==> src/sv/midpoint_ellipse_rasterizer_defines.svh <==
// Assertion macros for the ellipse rasterizer.
`ifndef MIDPOINT_ELLIPSE_RASTERIZER_DEFINES_SVH
`define MIDPOINT_ELLIPSE_RASTERIZER_DEFINES_SVH
`ifndef SYNTHESIS
// same-cycle implication
`define MER_ASSERT_IMP(lbl, clk, rst_n, ante, cons) \
  lbl: assert property (@(posedge clk) disable iff (!rst_n) (ante) |-> (cons)) \
    else $error("ellipse rasterizer check failed");
// next-cycle implication
`define MER_ASSERT_NXT(lbl, clk, rst_n, ante, cons) \
  lbl: assert property (@(posedge clk) disable iff (!rst_n) (ante) |=> (cons)) \
    else $error("ellipse rasterizer check failed");
`else
`define MER_ASSERT_IMP(lbl, clk, rst_n, ante, cons)
`define MER_ASSERT_NXT(lbl, clk, rst_n, ante, cons)
`endif
`endif

==> src/sv/mer_pkg.sv <==
`timescale 1ns / 1ps
`default_nettype none

package mer_pkg;

  localparam int CENTER_BITS     = 12;
  localparam int SLOPE_BITS      = 34;
  localparam int DEC_BITS        = 48;
  localparam int RADIUS_BITS_DEF = 10;
  localparam int COORD_BITS_DEF  = 13;
  localparam int IN_QUEUE_DEPTH  = 2;
  localparam int OUT_QUEUE_DEPTH = 2;
  localparam int CFG_IDX_BITS    = 2;

  typedef enum logic [CFG_IDX_BITS-1:0] {
    CFG_CENTER_X,
    CFG_CENTER_Y,
    CFG_RADIUS_X,
    CFG_RADIUS_Y
  } cfg_reg_e;

  typedef struct packed {
    logic last_of_step;
    logic ellipse_done;
  } pix_flags_t;

endpackage

`default_nettype wire

==> src/sv/midpoint_ellipse_rasterizer.sv <==
// Channel   Handshake             Payload
// input     push / full           restart_i
// result    empty / pop           pixel_x_o, pixel_y_o, last_of_step_o, ellipse_done_o
// config    cfg_we_i (no wait)    cfg_idx_i, cfg_data_i
//
// A plain step runs pop, check, step update, decision update, region test, final test
// and four result words. A restart adds init, load and settle; region two's entry adds
// the squarings and products that seed its decision. The back sequencer and its single
// shared multiplier set these. No-result items leave the back after pop and check.
// Reset clears state to idle with no ellipse running; registers and squares read zero.
// Two-word queues on the input and result sides let either side stall on its own.
`timescale 1ns / 1ps
`default_nettype none
`include "midpoint_ellipse_rasterizer_defines.svh"

module midpoint_ellipse_rasterizer import mer_pkg::*; #(
  parameter int RADIUS_BITS = RADIUS_BITS_DEF,
  parameter int COORD_BITS  = COORD_BITS_DEF,
  localparam int CFG_W = (RADIUS_BITS > CENTER_BITS) ? RADIUS_BITS : CENTER_BITS
) (
  input  logic                    clk_i,
  input  logic                    rst_ni,
  input  logic                    cfg_we_i,
  input  logic [CFG_IDX_BITS-1:0] cfg_idx_i,
  input  logic [CFG_W-1:0]        cfg_data_i,
  input  logic                    push,
  output logic                    full,
  input  logic                    restart_i,
  output logic                    empty,
  input  logic                    pop,
  output logic [COORD_BITS-1:0]   pixel_x_o,
  output logic [COORD_BITS-1:0]   pixel_y_o,
  output logic                    last_of_step_o,
  output logic                    ellipse_done_o
);

  localparam int OUT_W = 2 * COORD_BITS + $bits(pix_flags_t);

  logic                     item_pop, item_restart, item_empty;
  logic [CENTER_BITS-1:0]   center_x, center_y;
  logic [RADIUS_BITS-1:0]   radius_y;
  logic [2*RADIUS_BITS-1:0] rx_sq, ry_sq;
  logic                     out_push, out_full;
  logic [COORD_BITS-1:0]    out_x, out_y;
  pix_flags_t               out_flags, rd_flags;
  logic [OUT_W-1:0]         out_word, rd_word;

  mer_front #(
    .RADIUS_BITS (RADIUS_BITS)
  ) u_front (
    .clk_i          (clk_i),
    .rst_ni         (rst_ni),
    .cfg_we_i       (cfg_we_i),
    .cfg_idx_i      (cfg_idx_i),
    .cfg_data_i     (cfg_data_i),
    .push           (push),
    .restart_i      (restart_i),
    .full           (full),
    .item_pop_i     (item_pop),
    .item_restart_o (item_restart),
    .item_empty_o   (item_empty),
    .center_x_o     (center_x),
    .center_y_o     (center_y),
    .radius_y_o     (radius_y),
    .rx_sq_o        (rx_sq),
    .ry_sq_o        (ry_sq)
  );

  mer_back #(
    .RADIUS_BITS (RADIUS_BITS),
    .COORD_BITS  (COORD_BITS)
  ) u_back (
    .clk_i          (clk_i),
    .rst_ni         (rst_ni),
    .item_empty_i   (item_empty),
    .item_restart_i (item_restart),
    .item_pop_o     (item_pop),
    .center_x_i     (center_x),
    .center_y_i     (center_y),
    .radius_y_i     (radius_y),
    .rx_sq_i        (rx_sq),
    .ry_sq_i        (ry_sq),
    .out_full_i     (out_full),
    .out_push_o     (out_push),
    .out_x_o        (out_x),
    .out_y_o        (out_y),
    .out_flags_o    (out_flags)
  );

  assign out_word = {out_x, out_y, out_flags};

  mer_fifo #(
    .WIDTH (OUT_W),
    .DEPTH (OUT_QUEUE_DEPTH)
  ) u_result_queue (
    .clk_i   (clk_i),
    .rst_ni  (rst_ni),
    .push_i  (out_push),
    .data_i  (out_word),
    .full_o  (out_full),
    .pop_i   (pop),
    .data_o  (rd_word),
    .empty_o (empty)
  );

  assign {pixel_x_o, pixel_y_o, rd_flags} = rd_word;
  assign last_of_step_o = rd_flags.last_of_step;
  assign ellipse_done_o = rd_flags.ellipse_done;

  `MER_ASSERT_IMP(a_out_no_overflow, clk_i, rst_ni, out_push, !out_full)
  `MER_ASSERT_IMP(a_pop_nonempty, clk_i, rst_ni, item_pop, !item_empty)
  `MER_ASSERT_IMP(a_done_on_last, clk_i, rst_ni, !empty && ellipse_done_o, last_of_step_o)
  `MER_ASSERT_NXT(a_gap_after_step, clk_i, rst_ni, out_push && out_flags.last_of_step, !out_push)

endmodule

`default_nettype wire

==> src/sv/mer_fifo.sv <==
`timescale 1ns / 1ps
`default_nettype none

module mer_fifo #(
  parameter int WIDTH = 1,
  parameter int DEPTH = 2
) (
  input  logic             clk_i,
  input  logic             rst_ni,
  input  logic             push_i,
  input  logic [WIDTH-1:0] data_i,
  output logic             full_o,
  input  logic             pop_i,
  output logic [WIDTH-1:0] data_o,
  output logic             empty_o
);

  localparam int PTR_W = (DEPTH > 1) ? $clog2(DEPTH) : 1;
  localparam int CNT_W = $clog2(DEPTH + 1);

  logic [WIDTH-1:0] mem_q [DEPTH];
  logic [PTR_W-1:0] wr_ptr_q, rd_ptr_q;
  logic [CNT_W-1:0] cnt_q;
  logic             do_push, do_pop;

  assign full_o  = (cnt_q == CNT_W'(DEPTH));
  assign empty_o = (cnt_q == '0);
  assign do_push = push_i && !full_o;
  assign do_pop  = pop_i && !empty_o;
  assign data_o  = mem_q[rd_ptr_q];

  always_ff @(posedge clk_i or negedge rst_ni) begin
    if (!rst_ni) begin
      wr_ptr_q <= '0;
      rd_ptr_q <= '0;
      cnt_q    <= '0;
    end else begin
      if (do_push) begin
        wr_ptr_q <= (wr_ptr_q == PTR_W'(DEPTH - 1)) ? '0 : wr_ptr_q + PTR_W'(1);
      end
      if (do_pop) begin
        rd_ptr_q <= (rd_ptr_q == PTR_W'(DEPTH - 1)) ? '0 : rd_ptr_q + PTR_W'(1);
      end
      case ({do_push, do_pop})
        2'b10:   cnt_q <= cnt_q + CNT_W'(1);
        2'b01:   cnt_q <= cnt_q - CNT_W'(1);
        default: cnt_q <= cnt_q;
      endcase
    end
  end

  always_ff @(posedge clk_i) begin
    if (do_push) begin
      mem_q[wr_ptr_q] <= data_i;
    end
  end

endmodule

`default_nettype wire

==> src/sv/mer_front.sv <==
`timescale 1ns / 1ps
`default_nettype none

module mer_front import mer_pkg::*; #(
  parameter int RADIUS_BITS = RADIUS_BITS_DEF,
  localparam int CFG_W = (RADIUS_BITS > CENTER_BITS) ? RADIUS_BITS : CENTER_BITS
) (
  input  logic                     clk_i,
  input  logic                     rst_ni,
  input  logic                     cfg_we_i,
  input  logic [CFG_IDX_BITS-1:0]  cfg_idx_i,
  input  logic [CFG_W-1:0]         cfg_data_i,
  input  logic                     push,
  input  logic                     restart_i,
  output logic                     full,
  input  logic                     item_pop_i,
  output logic                     item_restart_o,
  output logic                     item_empty_o,
  output logic [CENTER_BITS-1:0]   center_x_o,
  output logic [CENTER_BITS-1:0]   center_y_o,
  output logic [RADIUS_BITS-1:0]   radius_y_o,
  output logic [2*RADIUS_BITS-1:0] rx_sq_o,
  output logic [2*RADIUS_BITS-1:0] ry_sq_o
);

  localparam int SQ_W = 2 * RADIUS_BITS;

  logic [CENTER_BITS-1:0] center_x_q, center_y_q;
  logic [RADIUS_BITS-1:0] radius_x_q, radius_y_q;
  logic [SQ_W-1:0]        rx_sq_q, ry_sq_q;
  logic [SQ_W-1:0]        rx_ext, ry_ext;

  assign rx_ext = SQ_W'(radius_x_q);
  assign ry_ext = SQ_W'(radius_y_q);

  // squares follow the radius registers in the next cycle
  always_ff @(posedge clk_i or negedge rst_ni) begin
    if (!rst_ni) begin
      center_x_q <= '0;
      center_y_q <= '0;
      radius_x_q <= '0;
      radius_y_q <= '0;
      rx_sq_q    <= '0;
      ry_sq_q    <= '0;
    end else begin
      rx_sq_q <= rx_ext * rx_ext;
      ry_sq_q <= ry_ext * ry_ext;
      if (cfg_we_i) begin
        case (cfg_reg_e'(cfg_idx_i))
          CFG_CENTER_X: center_x_q <= cfg_data_i[CENTER_BITS-1:0];
          CFG_CENTER_Y: center_y_q <= cfg_data_i[CENTER_BITS-1:0];
          CFG_RADIUS_X: radius_x_q <= cfg_data_i[RADIUS_BITS-1:0];
          CFG_RADIUS_Y: radius_y_q <= cfg_data_i[RADIUS_BITS-1:0];
          default:      center_x_q <= center_x_q;
        endcase
      end
    end
  end

  mer_fifo #(
    .WIDTH (1),
    .DEPTH (IN_QUEUE_DEPTH)
  ) u_item_queue (
    .clk_i   (clk_i),
    .rst_ni  (rst_ni),
    .push_i  (push),
    .data_i  (restart_i),
    .full_o  (full),
    .pop_i   (item_pop_i),
    .data_o  (item_restart_o),
    .empty_o (item_empty_o)
  );

  assign center_x_o = center_x_q;
  assign center_y_o = center_y_q;
  assign radius_y_o = radius_y_q;
  assign rx_sq_o    = rx_sq_q;
  assign ry_sq_o    = ry_sq_q;

endmodule

`default_nettype wire

==> src/sv/mer_back.sv <==
`timescale 1ns / 1ps
`default_nettype none

module mer_back import mer_pkg::*; #(
  parameter int RADIUS_BITS = RADIUS_BITS_DEF,
  parameter int COORD_BITS  = COORD_BITS_DEF
) (
  input  logic                     clk_i,
  input  logic                     rst_ni,
  input  logic                     item_empty_i,
  input  logic                     item_restart_i,
  output logic                     item_pop_o,
  input  logic [CENTER_BITS-1:0]   center_x_i,
  input  logic [CENTER_BITS-1:0]   center_y_i,
  input  logic [RADIUS_BITS-1:0]   radius_y_i,
  input  logic [2*RADIUS_BITS-1:0] rx_sq_i,
  input  logic [2*RADIUS_BITS-1:0] ry_sq_i,
  input  logic                     out_full_i,
  output logic                     out_push_o,
  output logic [COORD_BITS-1:0]    out_x_o,
  output logic [COORD_BITS-1:0]    out_y_o,
  output pix_flags_t               out_flags_o
);

  localparam int XS_BITS = RADIUS_BITS + 1;
  localparam int YS_BITS = RADIUS_BITS + 2;
  localparam int MUL_W   = 2 * RADIUS_BITS + 4;
  localparam int PROD_W  = 2 * MUL_W;

  typedef enum logic [3:0] {
    ST_IDLE, ST_INIT, ST_LOAD, ST_SETTLE, ST_SQX, ST_SQY, ST_M3, ST_M4,
    ST_M5, ST_SETD, ST_CHECK, ST_UPD1, ST_UPD2, ST_FIN, ST_EMIT
  } state_e;

  typedef enum logic [1:0] {
    RG_IDLE, RG_ONE, RG_TWO, RG_DONE
  } region_e;

  state_e                 state_q;
  region_e                region_q;
  logic [XS_BITS-1:0]     step_x_q;
  logic [YS_BITS-1:0]     step_y_q;
  logic [SLOPE_BITS-1:0]  slope_x_q, slope_y_q;
  logic [DEC_BITS-1:0]    dec_q, prod_q, acc_q;
  logic [MUL_W-1:0]       sq_q;
  logic                   from_step_q, inc_x_q, dec_y_q, done_q;
  logic [1:0]             pix_idx_q;
  logic [COORD_BITS-1:0]  x_pos_q, x_neg_q, y_pos_q, y_neg_q;

  logic [MUL_W-1:0]       mul_a, mul_b;
  logic [PROD_W-1:0]      mul_p;
  logic [DEC_BITS-1:0]    prod_d;
  logic [XS_BITS:0]       tx;
  logic [YS_BITS:0]       ty, ty_neg;
  logic [YS_BITS-1:0]     ty_abs;
  logic [SLOPE_BITS-1:0]  rx_sq2, ry_sq2;
  logic [DEC_BITS-1:0]    rx_sq4, ry_sq4, dx4, dy4, dx_ext, dy_ext, prod4;
  logic                   dec_neg, dec_pos, slope_lt, y_below;
  logic [COORD_BITS-1:0]  cx, cy, px, py;

  assign tx      = {step_x_q, 1'b1};
  assign ty      = {step_y_q[YS_BITS-1], step_y_q} - (YS_BITS + 1)'(1);
  assign ty_neg  = -ty;
  assign ty_abs  = ty[YS_BITS] ? ty_neg[YS_BITS-1:0] : ty[YS_BITS-1:0];

  assign rx_sq2  = SLOPE_BITS'({rx_sq_i, 1'b0});
  assign ry_sq2  = SLOPE_BITS'({ry_sq_i, 1'b0});
  assign rx_sq4  = DEC_BITS'({rx_sq_i, 2'b00});
  assign ry_sq4  = DEC_BITS'({ry_sq_i, 2'b00});
  assign dx_ext  = {{(DEC_BITS - SLOPE_BITS){slope_x_q[SLOPE_BITS-1]}}, slope_x_q};
  assign dy_ext  = {{(DEC_BITS - SLOPE_BITS){slope_y_q[SLOPE_BITS-1]}}, slope_y_q};
  assign dx4     = {dx_ext[DEC_BITS-3:0], 2'b00};
  assign dy4     = {dy_ext[DEC_BITS-3:0], 2'b00};
  assign prod4   = {prod_q[DEC_BITS-3:0], 2'b00};

  assign dec_neg  = dec_q[DEC_BITS-1];
  assign dec_pos  = !dec_neg && (dec_q != '0);
  assign slope_lt = $signed(slope_x_q) < $signed(slope_y_q);
  assign y_below  = step_y_q[YS_BITS-1];

  assign cx = COORD_BITS'(signed'(center_x_i));
  assign cy = COORD_BITS'(signed'(center_y_i));
  assign px = COORD_BITS'(step_x_q);
  assign py = COORD_BITS'(signed'(step_y_q));

  // one shared multiplier, product registered every cycle
  always_comb begin
    mul_a = '0;
    mul_b = '0;
    case (state_q)
      ST_INIT: begin
        mul_a = MUL_W'(rx_sq_i);
        mul_b = MUL_W'(radius_y_i);
      end
      ST_SQX: begin
        mul_a = MUL_W'(tx);
        mul_b = MUL_W'(tx);
      end
      ST_SQY: begin
        mul_a = MUL_W'(ty_abs);
        mul_b = MUL_W'(ty_abs);
      end
      ST_M3: begin
        mul_a = MUL_W'(ry_sq_i);
        mul_b = sq_q;
      end
      ST_M4: begin
        mul_a = MUL_W'(rx_sq_i);
        mul_b = sq_q;
      end
      ST_M5: begin
        mul_a = MUL_W'(rx_sq_i);
        mul_b = MUL_W'(ry_sq_i);
      end
      default: begin
        mul_a = '0;
        mul_b = '0;
      end
    endcase
  end

  assign mul_p  = PROD_W'(mul_a) * PROD_W'(mul_b);
  assign prod_d = DEC_BITS'(mul_p);

  assign item_pop_o = (state_q == ST_IDLE) && !item_empty_i;
  assign out_push_o = (state_q == ST_EMIT) && !out_full_i;
  assign out_x_o    = pix_idx_q[0] ? x_neg_q : x_pos_q;
  assign out_y_o    = pix_idx_q[1] ? y_neg_q : y_pos_q;
  assign out_flags_o.last_of_step = &pix_idx_q;
  assign out_flags_o.ellipse_done = (&pix_idx_q) && done_q;

  always_ff @(posedge clk_i or negedge rst_ni) begin
    if (!rst_ni) begin
      state_q     <= ST_IDLE;
      region_q    <= RG_IDLE;
      step_x_q    <= '0;
      step_y_q    <= '0;
      slope_x_q   <= '0;
      slope_y_q   <= '0;
      dec_q       <= '0;
      prod_q      <= '0;
      acc_q       <= '0;
      sq_q        <= '0;
      from_step_q <= 1'b0;
      inc_x_q     <= 1'b0;
      dec_y_q     <= 1'b0;
      done_q      <= 1'b0;
      pix_idx_q   <= '0;
      x_pos_q     <= '0;
      x_neg_q     <= '0;
      y_pos_q     <= '0;
      y_neg_q     <= '0;
    end else begin
      prod_q <= prod_d;
      case (state_q)
        ST_IDLE: begin
          if (!item_empty_i) begin
            from_step_q <= 1'b0;
            state_q     <= item_restart_i ? ST_INIT : ST_CHECK;
          end
        end
        ST_INIT: state_q <= ST_LOAD;
        ST_LOAD: begin
          step_x_q  <= '0;
          step_y_q  <= YS_BITS'(radius_y_i);
          slope_x_q <= '0;
          slope_y_q <= {prod_q[SLOPE_BITS-2:0], 1'b0};
          dec_q     <= ry_sq4 + DEC_BITS'(rx_sq_i) - prod4;
          region_q  <= RG_ONE;
          state_q   <= ST_SETTLE;
        end
        ST_SETTLE: begin
          if (region_q == RG_ONE && !slope_lt) begin
            state_q <= ST_SQX;
          end else begin
            state_q <= from_step_q ? ST_FIN : ST_CHECK;
          end
        end
        ST_SQX: state_q <= ST_SQY;
        ST_SQY: begin
          sq_q    <= MUL_W'(prod_q);
          state_q <= ST_M3;
        end
        ST_M3: begin
          sq_q    <= MUL_W'(prod_q);
          state_q <= ST_M4;
        end
        ST_M4: begin
          acc_q   <= prod_q;
          state_q <= ST_M5;
        end
        ST_M5: begin
          acc_q   <= acc_q + prod4;
          state_q <= ST_SETD;
        end
        ST_SETD: begin
          // region-two decision: ry2*tx^2 + 4*rx2*ty^2 - 4*rx2*ry2
          dec_q    <= acc_q - prod4;
          region_q <= RG_TWO;
          state_q  <= from_step_q ? ST_FIN : ST_CHECK;
        end
        ST_CHECK: begin
          if (region_q != RG_ONE && region_q != RG_TWO) begin
            state_q <= ST_IDLE;
          end else if (region_q == RG_TWO && y_below) begin
            region_q <= RG_DONE;
            state_q  <= ST_IDLE;
          end else begin
            x_pos_q <= cx + px;
            x_neg_q <= cx - px;
            y_pos_q <= cy + py;
            y_neg_q <= cy - py;
            state_q <= ST_UPD1;
          end
        end
        ST_UPD1: begin
          if (region_q == RG_ONE) begin
            step_x_q  <= step_x_q + XS_BITS'(1);
            slope_x_q <= slope_x_q + ry_sq2;
            dec_q     <= dec_q + ry_sq4;
            inc_x_q   <= 1'b1;
            dec_y_q   <= !dec_neg;
            if (!dec_neg) begin
              step_y_q  <= step_y_q - YS_BITS'(1);
              slope_y_q <= slope_y_q - rx_sq2;
            end
          end else begin
            step_y_q  <= step_y_q - YS_BITS'(1);
            slope_y_q <= slope_y_q - rx_sq2;
            dec_q     <= dec_q + rx_sq4;
            inc_x_q   <= !dec_pos;
            dec_y_q   <= 1'b1;
            if (!dec_pos) begin
              step_x_q  <= step_x_q + XS_BITS'(1);
              slope_x_q <= slope_x_q + ry_sq2;
            end
          end
          state_q <= ST_UPD2;
        end
        ST_UPD2: begin
          // fold in the updated slope terms
          dec_q       <= dec_q + (inc_x_q ? dx4 : '0) - (dec_y_q ? dy4 : '0);
          from_step_q <= 1'b1;
          state_q     <= ST_SETTLE;
        end
        ST_FIN: begin
          if (region_q == RG_TWO && y_below) begin
            region_q <= RG_DONE;
            done_q   <= 1'b1;
          end else begin
            done_q   <= 1'b0;
          end
          pix_idx_q <= '0;
          state_q   <= ST_EMIT;
        end
        ST_EMIT: begin
          if (!out_full_i) begin
            pix_idx_q <= pix_idx_q + 2'd1;
            if (&pix_idx_q) begin
              state_q <= ST_IDLE;
            end
          end
        end
        default: state_q <= ST_IDLE;
      endcase
    end
  end

endmodule

`default_nettype wire

==> config.mk <==
export PLATFORM = sky130hd
export DESIGN_NAME = midpoint_ellipse_rasterizer
export DESIGN_NICKNAME = d
export VERILOG_FILES = /design/src/sv/mer_pkg.sv /design/src/sv/midpoint_ellipse_rasterizer.sv /design/src/sv/mer_fifo.sv /design/src/sv/mer_front.sv /design/src/sv/mer_back.sv
export VERILOG_INCLUDE_DIRS = /design/src /design/src/sv
export SDC_FILE = /design/constraint.sdc
export NUM_CORES = 2
export LEC_CHECK = 0
export ABC_AREA = 1
export BUFFER_PORTS_ARGS = -buffer_cell sky130_fd_sc_hd__clkbuf_2
export CORE_ASPECT_RATIO = 0.8
export CORE_MARGIN = 1.5
export CORE_UTILIZATION = 30
export CTS_CLUSTER_SIZE = 16
export DETAILED_ROUTE_END_ITERATION = 10
export RECOVER_POWER = 50
export SKIP_CTS_REPAIR_TIMING = 1
export SLEW_MARGIN = 20
export SYNTH_ARGS = -nofsm -noshare
export SYNTH_HDL_FRONTEND = slang
export SYNTH_SLANG_ARGS = --single-unit
==> constraint.sdc <==
create_clock -name clk_i -period 18.1 [get_ports clk_i]
set_input_delay 3.62 -clock clk_i [delete_from_list [all_inputs] [get_ports clk_i]]
set_output_delay 3.62 -clock clk_i [all_outputs]
set_load 0.02 [all_outputs]
Yosys cells after proc, flatten, opt, wreduce, memory -nomap -nowiden. Memories as Yosys holds them, arrays and structs flattened. Cells that the tools add are included.

Bitwise gates (word level): 2. Reduce and logical (&&, ||, !) cells: 47. Add/subtract/negate cells: 27. Order comparisons: 1. Multiplexer cells: 51. Eq/ne operators: 33. Multiply operators: 3.

Operator list (count): one-hot mux 48 bit (4 select lines) (1); 2-to-1 mux 48 bit (3); subtractor 48 bit (3); 2-to-1 mux 34 bit (4); one-hot mux 34 bit (2 select lines) (2); one-hot mux 24 bit (5 select lines) (1); adder 48 x 22 -> 48 bit (2); adder 48 bit (2); one-hot mux 48 bit (2 select lines) (1); one-hot mux 20 bit (4 select lines) (1); one-hot mux 4 bit (14 select lines) (1); nonzero test 48 bit (1); multiplier 20 x 24 -> 44 bit (1); multiplier 10 x 10 -> 20 bit (2); 2-to-1 mux 12 bit (3); adder 34 x 21 -> 34 bit (1); less-than comparator 34 bit (1); subtractor 34 x 21 -> 34 bit (1); == test 4 bit (second input constant) (7); 2-to-1 mux 4 bit (7); adder 12 x 12 -> 13 bit (2); 2-to-1 mux 13 bit (2); subtractor 12 x 12 -> 13 bit (2); one-hot mux 12 bit (2 select lines) (1); 35 further kinds (112).

Word-level logic and storage cells: 197. Bits in registers: 415. Bits in writable memories: 58. Memories: 2. Output and inout port bits: 30.

Memories: u_result_queue.mem_q (depth 2, bits a word 28, rd ports 1, clocked after memory_dff 0, write ports 1, line mer_fifo.sv:21) `logic [WIDTH-1:0] mem_q [DEPTH];`; u_front.u_item_queue.mem_q (depth 2, bits a word 1, rd ports 1, clocked after memory_dff 0, write ports 1, line mer_fifo.sv:21).

Longest topological paths before layout.
Word-level depth: 6. Mapped depth: 42. Mapped depth without buffers: 41.

By module. From an unflattened synthesis, not the netlist that was laid out.

Cell total of the unflattened synthesis: 9867. Area total of the unflattened synthesis: 66409.9 um2.

By module, submodules not included: mer_back (times used 1, cells each 8624, sequential area each 7957.6 um2, area each 55515.7 um2); mer_front (times used 1, cells each 1026, sequential area each 2052.0 um2, area each 8306.7 um2); mer_fifo at u_result_queue (times used 1, cells each 179, sequential area each 1781.7 um2, area each 2274.7 um2); mer_fifo at u_front.u_item_queue (times used 1, cells each 38, sequential area each 160.2 um2, area each 312.8 um2).

Worst setup path before layout. Ideal clock, no wire load.

Path kind: flip-flop to flip-flop. From: register u_back.step_y_q[1]. To: register u_back.prod_q[39]. Setup slack: 10.735 ns. Library setup time: 0.125 ns. Arrival: 7.240 ns. Stages on the path, launching flop included: 39. Buffers on the path: 1. Path through: dfrtp_1 -> inv_1 -> ha_1 -> xnor2_2 -> nand2_1 -> nor2_4 -> nand3_2 -> o21ai_2 -> nand2_1 -> nand2_1 -> nand3_2 -> nand3_4 -> buf_4 -> nand2_1 -> fa_1 -> inv_1 -> fa_1 -> inv_1 -> (+3 left out) -> inv_1 -> fa_1 -> inv_1 -> fa_1 -> inv_1 -> fa_1 -> inv_1 -> ha_1 -> a21oi_1 -> a21boi_0 -> nand2_1 -> nand2_1 -> nand2_1 -> nand2_1 -> nand3_1 -> nand2_1 -> nand2_1 -> xor2_1.

Cells in the longest elaborated chain, start to end: 5.

Ends and longest elaborated chain: start: declaration (line mer_back.sv:42) `logic [YS_BITS-1:0] step_y_q;`; start signal: assignment (line mer_back.sv:165) `step_y_q <= YS_BITS'(radius_y_i);`; start signal: assignment (line mer_back.sv:224) `step_y_q <= step_y_q - YS_BITS'(1);`; start signal: assignment (line mer_back.sv:228) `step_y_q <= step_y_q - YS_BITS'(1);`; subtractor 12 x 2 -> 13 bit * (line mer_back.sv:62) `assign ty = {step_y_q[YS_BITS-1], step_y_q} - (YS_BITS + 1)'(1);`; negator 12 bit (line mer_back.sv:63) `assign ty_neg = -ty;`; 2-to-1 mux 12 bit * (line mer_back.sv:64) `assign ty_abs = ty[YS_BITS] ? ty_neg[YS_BITS-1:0] : ty[YS_BITS-1:0];`; one-hot mux 24 bit (5 select lines) / one-hot mux 20 bit (4 select lines) (equally long branches) (line mer_back.sv:90) `case (state_q)`; multiplier 20 x 24 -> 44 bit * (line mer_back.sv:122) `assign mul_p = PROD_W'(mul_a) * PROD_W'(mul_b);`; named net u_back.mul_p[39] (line mer_back.sv:51) `logic [PROD_W-1:0] mul_p;`; end signal: assignment (line mer_back.sv:154) `prod_q <= prod_d;`; end: declaration (line mer_back.sv:44) `logic [DEC_BITS-1:0] dec_q, prod_q, acc_q;`.

Mark *: on every way through the listed nets, which the timed path passes. The rest lies on a longest branch. A chain may end at the register's enable or synchronous reset.

Worst setup path after layout.
From: register u_back.state_q[2]. To: register u_back.prod_q[33].

Cells in the longest elaborated chain, start to end: 4.

Ends and longest elaborated chain: start: declaration (line mer_back.sv:39) `state_e state_q;`; start signal: assignment (line mer_back.sv:159) `state_q <= item_restart_i ? ST_INIT : ST_CHECK;`; start signal: assignment (line mer_back.sv:176) `state_q <= from_step_q ? ST_FIN : ST_CHECK;`; start signal: assignment (line mer_back.sv:200) `state_q <= from_step_q ? ST_FIN : ST_CHECK;`; == test 4 x 1 -> 1 bit (tied with other cells) (line mer_back.sv:90); OR reduction 3 bit (no source line) / OR reduction 2 bit (equally long branches); one-hot mux 20 bit (4 select lines) / one-hot mux 24 bit (5 select lines) (equally long branches) (line mer_back.sv:90); multiplier 20 x 24 -> 44 bit * (line mer_back.sv:122); named net u_back.mul_p[33] (line mer_back.sv:51).

Marks and branches as above.

==> summary.md <==
| Metric | Value |
|---|---|
| Global-route met2 utilization | 0.335 |
| Initial antenna violation count | 11 |
| DRT Pass-1 Iters | 8 |
| Synth unique cells | 68 |
| Most numerous cell in the Yosys netlist | nand2_1 |
| Routed wire length | 249,000 µm |
| DRT iter0 DRCs | 6,259 |
| Worst Setup EP | u_back.prod_q[33] |
| Synthesized area | 62,300 µm² |
| # Max-Cap Violations | 13 |
| Clock latency on the worst-skew pair | 0.75 ns |
| Via count | 59.9k |
| Most Used Layer, Global Route | met1 |
| Max transition margin | -2.55 |
| Worst Path Buf+Inv | 8 |
| Post-synth EDFFs | 58 |
| LEAKAGE | 0.0358 µW |
| Worst-path maximum fanout | 28 |
| Post-synthesis sequential area ratio | 0.191 |
| Actual transition at the worst max-transition pin | 5.32 ns |
| Routed len/inst | 21.4 µm |
| Initial Util | 0.302 |
| Status | finished with violations |
| Hold Crit Class | register to register |
| CTS Root Cell | clkbuf_16 |
| Crit path depth | 31 |
| ANT nets after route | 0 |
| Period utilization | 0.728 |
| DP Area | 65,500 µm² |
| RSZ-0062 raised after global routing | false |
| GRT Total Usage | 0.233 |
| Commonest cells post-synth | nand2_1, inv_1, nor2_1 |
| TritonCTS clock tree | done |
| Fin area | 67,400 µm² |
| Ranking of synthesized cells by area | fa_1, dfrtp_1, nand2_1 |
| Crit path from | u_back.state_q[2] |
| Std-Cell Rows | 149 |
| Fraction of registers with async set/reset | 0.875 |
| CTS Buf Count | 55 |
| H-tree Lvls | 2 |
| Syn_area_per_cell | 6.96 µm² |
| Detail Placement HPWL | 204,000 µm |
| Clk sinks | 463 |
| R2r endpoint | u_back.prod_q[33] |
| Crit start category | register |
| Type of the worst setup path | register to register |
| Met1 Resource Use GR | 0.354 |
| Max Clock Freq | 0.0759 GHz |
| Share of cells above drive strength 1 | 0.0307 |
| Top cell type by total area after synthesis | fa_1 |
| Clock skew | 0.0820 ns |
| Slowest library cell on the worst path | nor2_1 |
| Die height | 411 µm |
| # fillers | 22.5k |
| Aggregate global routing overflow | 0 |
| Met3 Resource Use GR | 0.0465 |
| Die Width | 513 µm |
| CTS max path bufs | 3 |
| Delay-heaviest family, CP | simple AND/OR/NAND/NOR gates |
| Layout Nets | 10.0k |
| R2R Setup Slk | 4.93 ns |
| Port bufs | 49 |
| Core Area | 206,000 µm² |
| Setup TNS | 0 ns |
| Share of the synthesized area in the top cell type | 0.172 |
| Area occupied by multi-input gates | 42,600 µm² |
| Pin count of the biggest net entering global routing | 138 |
| Global placement routability congestion | 1.01 |
| CTS clock-pin slew for the worst setup and hold paths | 0.07 ns |
| Hold Fails Final Rpt | 0 |
| Failing checks | capacitance limit, slew limit |
| Post-Synthesis Cells | 8,954 |
| Flops & latches, synth | 463 |
| Arr. time, crit path | 13.78 ns |
| Area growth from synthesis to final layout | 8.20% |
| Max-slew violation count | 555 |
| Die area | 210,000 µm² |
| Most frequent CP cell | fa_1 |
| Vias/cell | 5.13 |
| Global-route wire length before repair | 372,000 µm |
| Fin crit period | 13.17 ns |
| I/O pins | 50 |
| Storage cell area | 11,900 µm² |
| Vias in the first global route | 57.2k |
| CP Capture Type | register |
| VDD IR max | 0.125 mV |
| Yosys warning count | 0 |
| Primary FF master, synth | dfrtp_1 |
| Worst R2R Path Depth | 31 |
| Critical Path Max Stage Delay | 1.98 ns |
| Pwr/cell area | 186 nW/µm² |
| Final number of setup-violating endpoints | 0 |
| Required time at the worst-slack endpoint | 18.71 ns |
| DRC viols | 0 |
| Worst r2r src | u_back.state_q[2] |
-- metal layers --
layer / wire, µm / vias to the layer above
met4: 5790 / 6
met5: 35 / -
met1: 119000 / 29100
met3: 24000 / 305
li1: - / 27900
met2: 101000 / 2472
-- where the power goes --
| part | internal, µW | switching [µW] | leakage, µW | total [µW] |
|---|---|---|---|---|
| sequential | 1420 | 546 | 0.00570 | 1970 |
| combinational | 2780 | 6560 | 0.0292 | 9340 |
| clock | 724 | 544 | 0.000973 | 1270 |
| total | 4920 | 7650 | 0.0358 | 12600 |
-- worst min path at each step --
stage                           from                           to  slack [ns]  depth (start not counted)
2_1_floorplan  u_front.radius_y_o[0]           u_front.ry_sq_o[0]        0.37                          0
3_3_place_gp         u_back.acc_q[0]              u_back.acc_q[0]        0.46                          2
3_5_place_dp       u_back.x_neg_q[0]  u_result_queue.mem_q[0][15]        0.46                          0
4_1_cts            u_back.x_neg_q[0]  u_result_queue.mem_q[1][15]        0.47                          0
5_1_grt            u_back.x_neg_q[0]  u_result_queue.mem_q[1][15]        0.48                          0
6_report           u_back.x_neg_q[0]  u_result_queue.mem_q[1][15]        0.47                          0
-- layout make-up --
cell class | instances | area share
multi-input cells | 6442 | 0.632
flip-flops and latches | 463 | 0.176
inverters | 1840 | 0.102
well taps | 2718 | 0.0504
clock buffers | 66 | 0.0222
repair buffers | 101 | 0.00882
clock inverters | 38 | 0.00741
diodes | 2 | 0.0000742
-- sequential cells by signal, summed over array words and instances (netlist names), 11 cells and up --
register              flops
u_result_queue.mem_q     56
u_front.center_x_o       12
u_front.center_y_o       12
u_back.dec_q             48
u_back.y_neg_q           13
u_back.step_y_q          12
u_back.x_pos_q           12
u_back.sq_q              24
u_front.rx_sq_o          19
u_back.slope_y_q         33
u_back.slope_x_q         33
u_front.ry_sq_o          19
u_back.acc_q             48
u_back.step_x_q          11
u_back.x_neg_q           13
u_back.prod_q            44
u_back.y_pos_q           12
-- layout by cell type, fill, tap and decap left out, types with 27 or more instances in the layout --
master     instances
a21o_1            27
a21oi_1          490
a31oi_1           37
buf_4             38
clkbuf_16         55
clkbuf_2          45
dfrtp_1          405
edfxtp_1          58
fa_1             534
ha_1             551
inv_1           1823
nand2_1         2325
nand3_1          397
nand4_1          111
nor2_1           735
nor3_1            83
nor4_1            31
o211ai_1          39
o21ai_0          553
o21bai_1          63
or2_2             30
xnor2_1           59
xor2_1           124
-- cell families after synthesis --
group	after synthesis	synth area share
other cells	2	0.000121
mux	7	0.00124
compound gates	1368	0.123
buf+inv	2059	0.126
simple gates	3786	0.250
xor+xnor	184	0.0260
flops	463	0.191
fa+ha+maj	1085	0.282
-- per-stage QoR --
| step | instances | power, µW | setup slack [ns] | util | hold WS [ns] |
|---|---|---|---|---|---|
| 4_1_cts | 11700 | 12400 | 8.77 | 0.327 | 0.467 |
| 3_5_place_dp | 11600 | 11000 | 8.79 | 0.318 | 0.459 |
| 5_1_grt | 11700 | 13600 | 4.38 | 0.327 | 0.480 |
| 6_report | 11700 | 12600 | 4.93 | 0.327 | 0.470 |
| 2_1_floorplan | 8964 | 7840 | 10.74 | - | 0.372 |
| 3_3_place_gp | 11600 | 11000 | 8.89 | 0.318 | 0.456 |
Power figures use the tool's default switching activity.
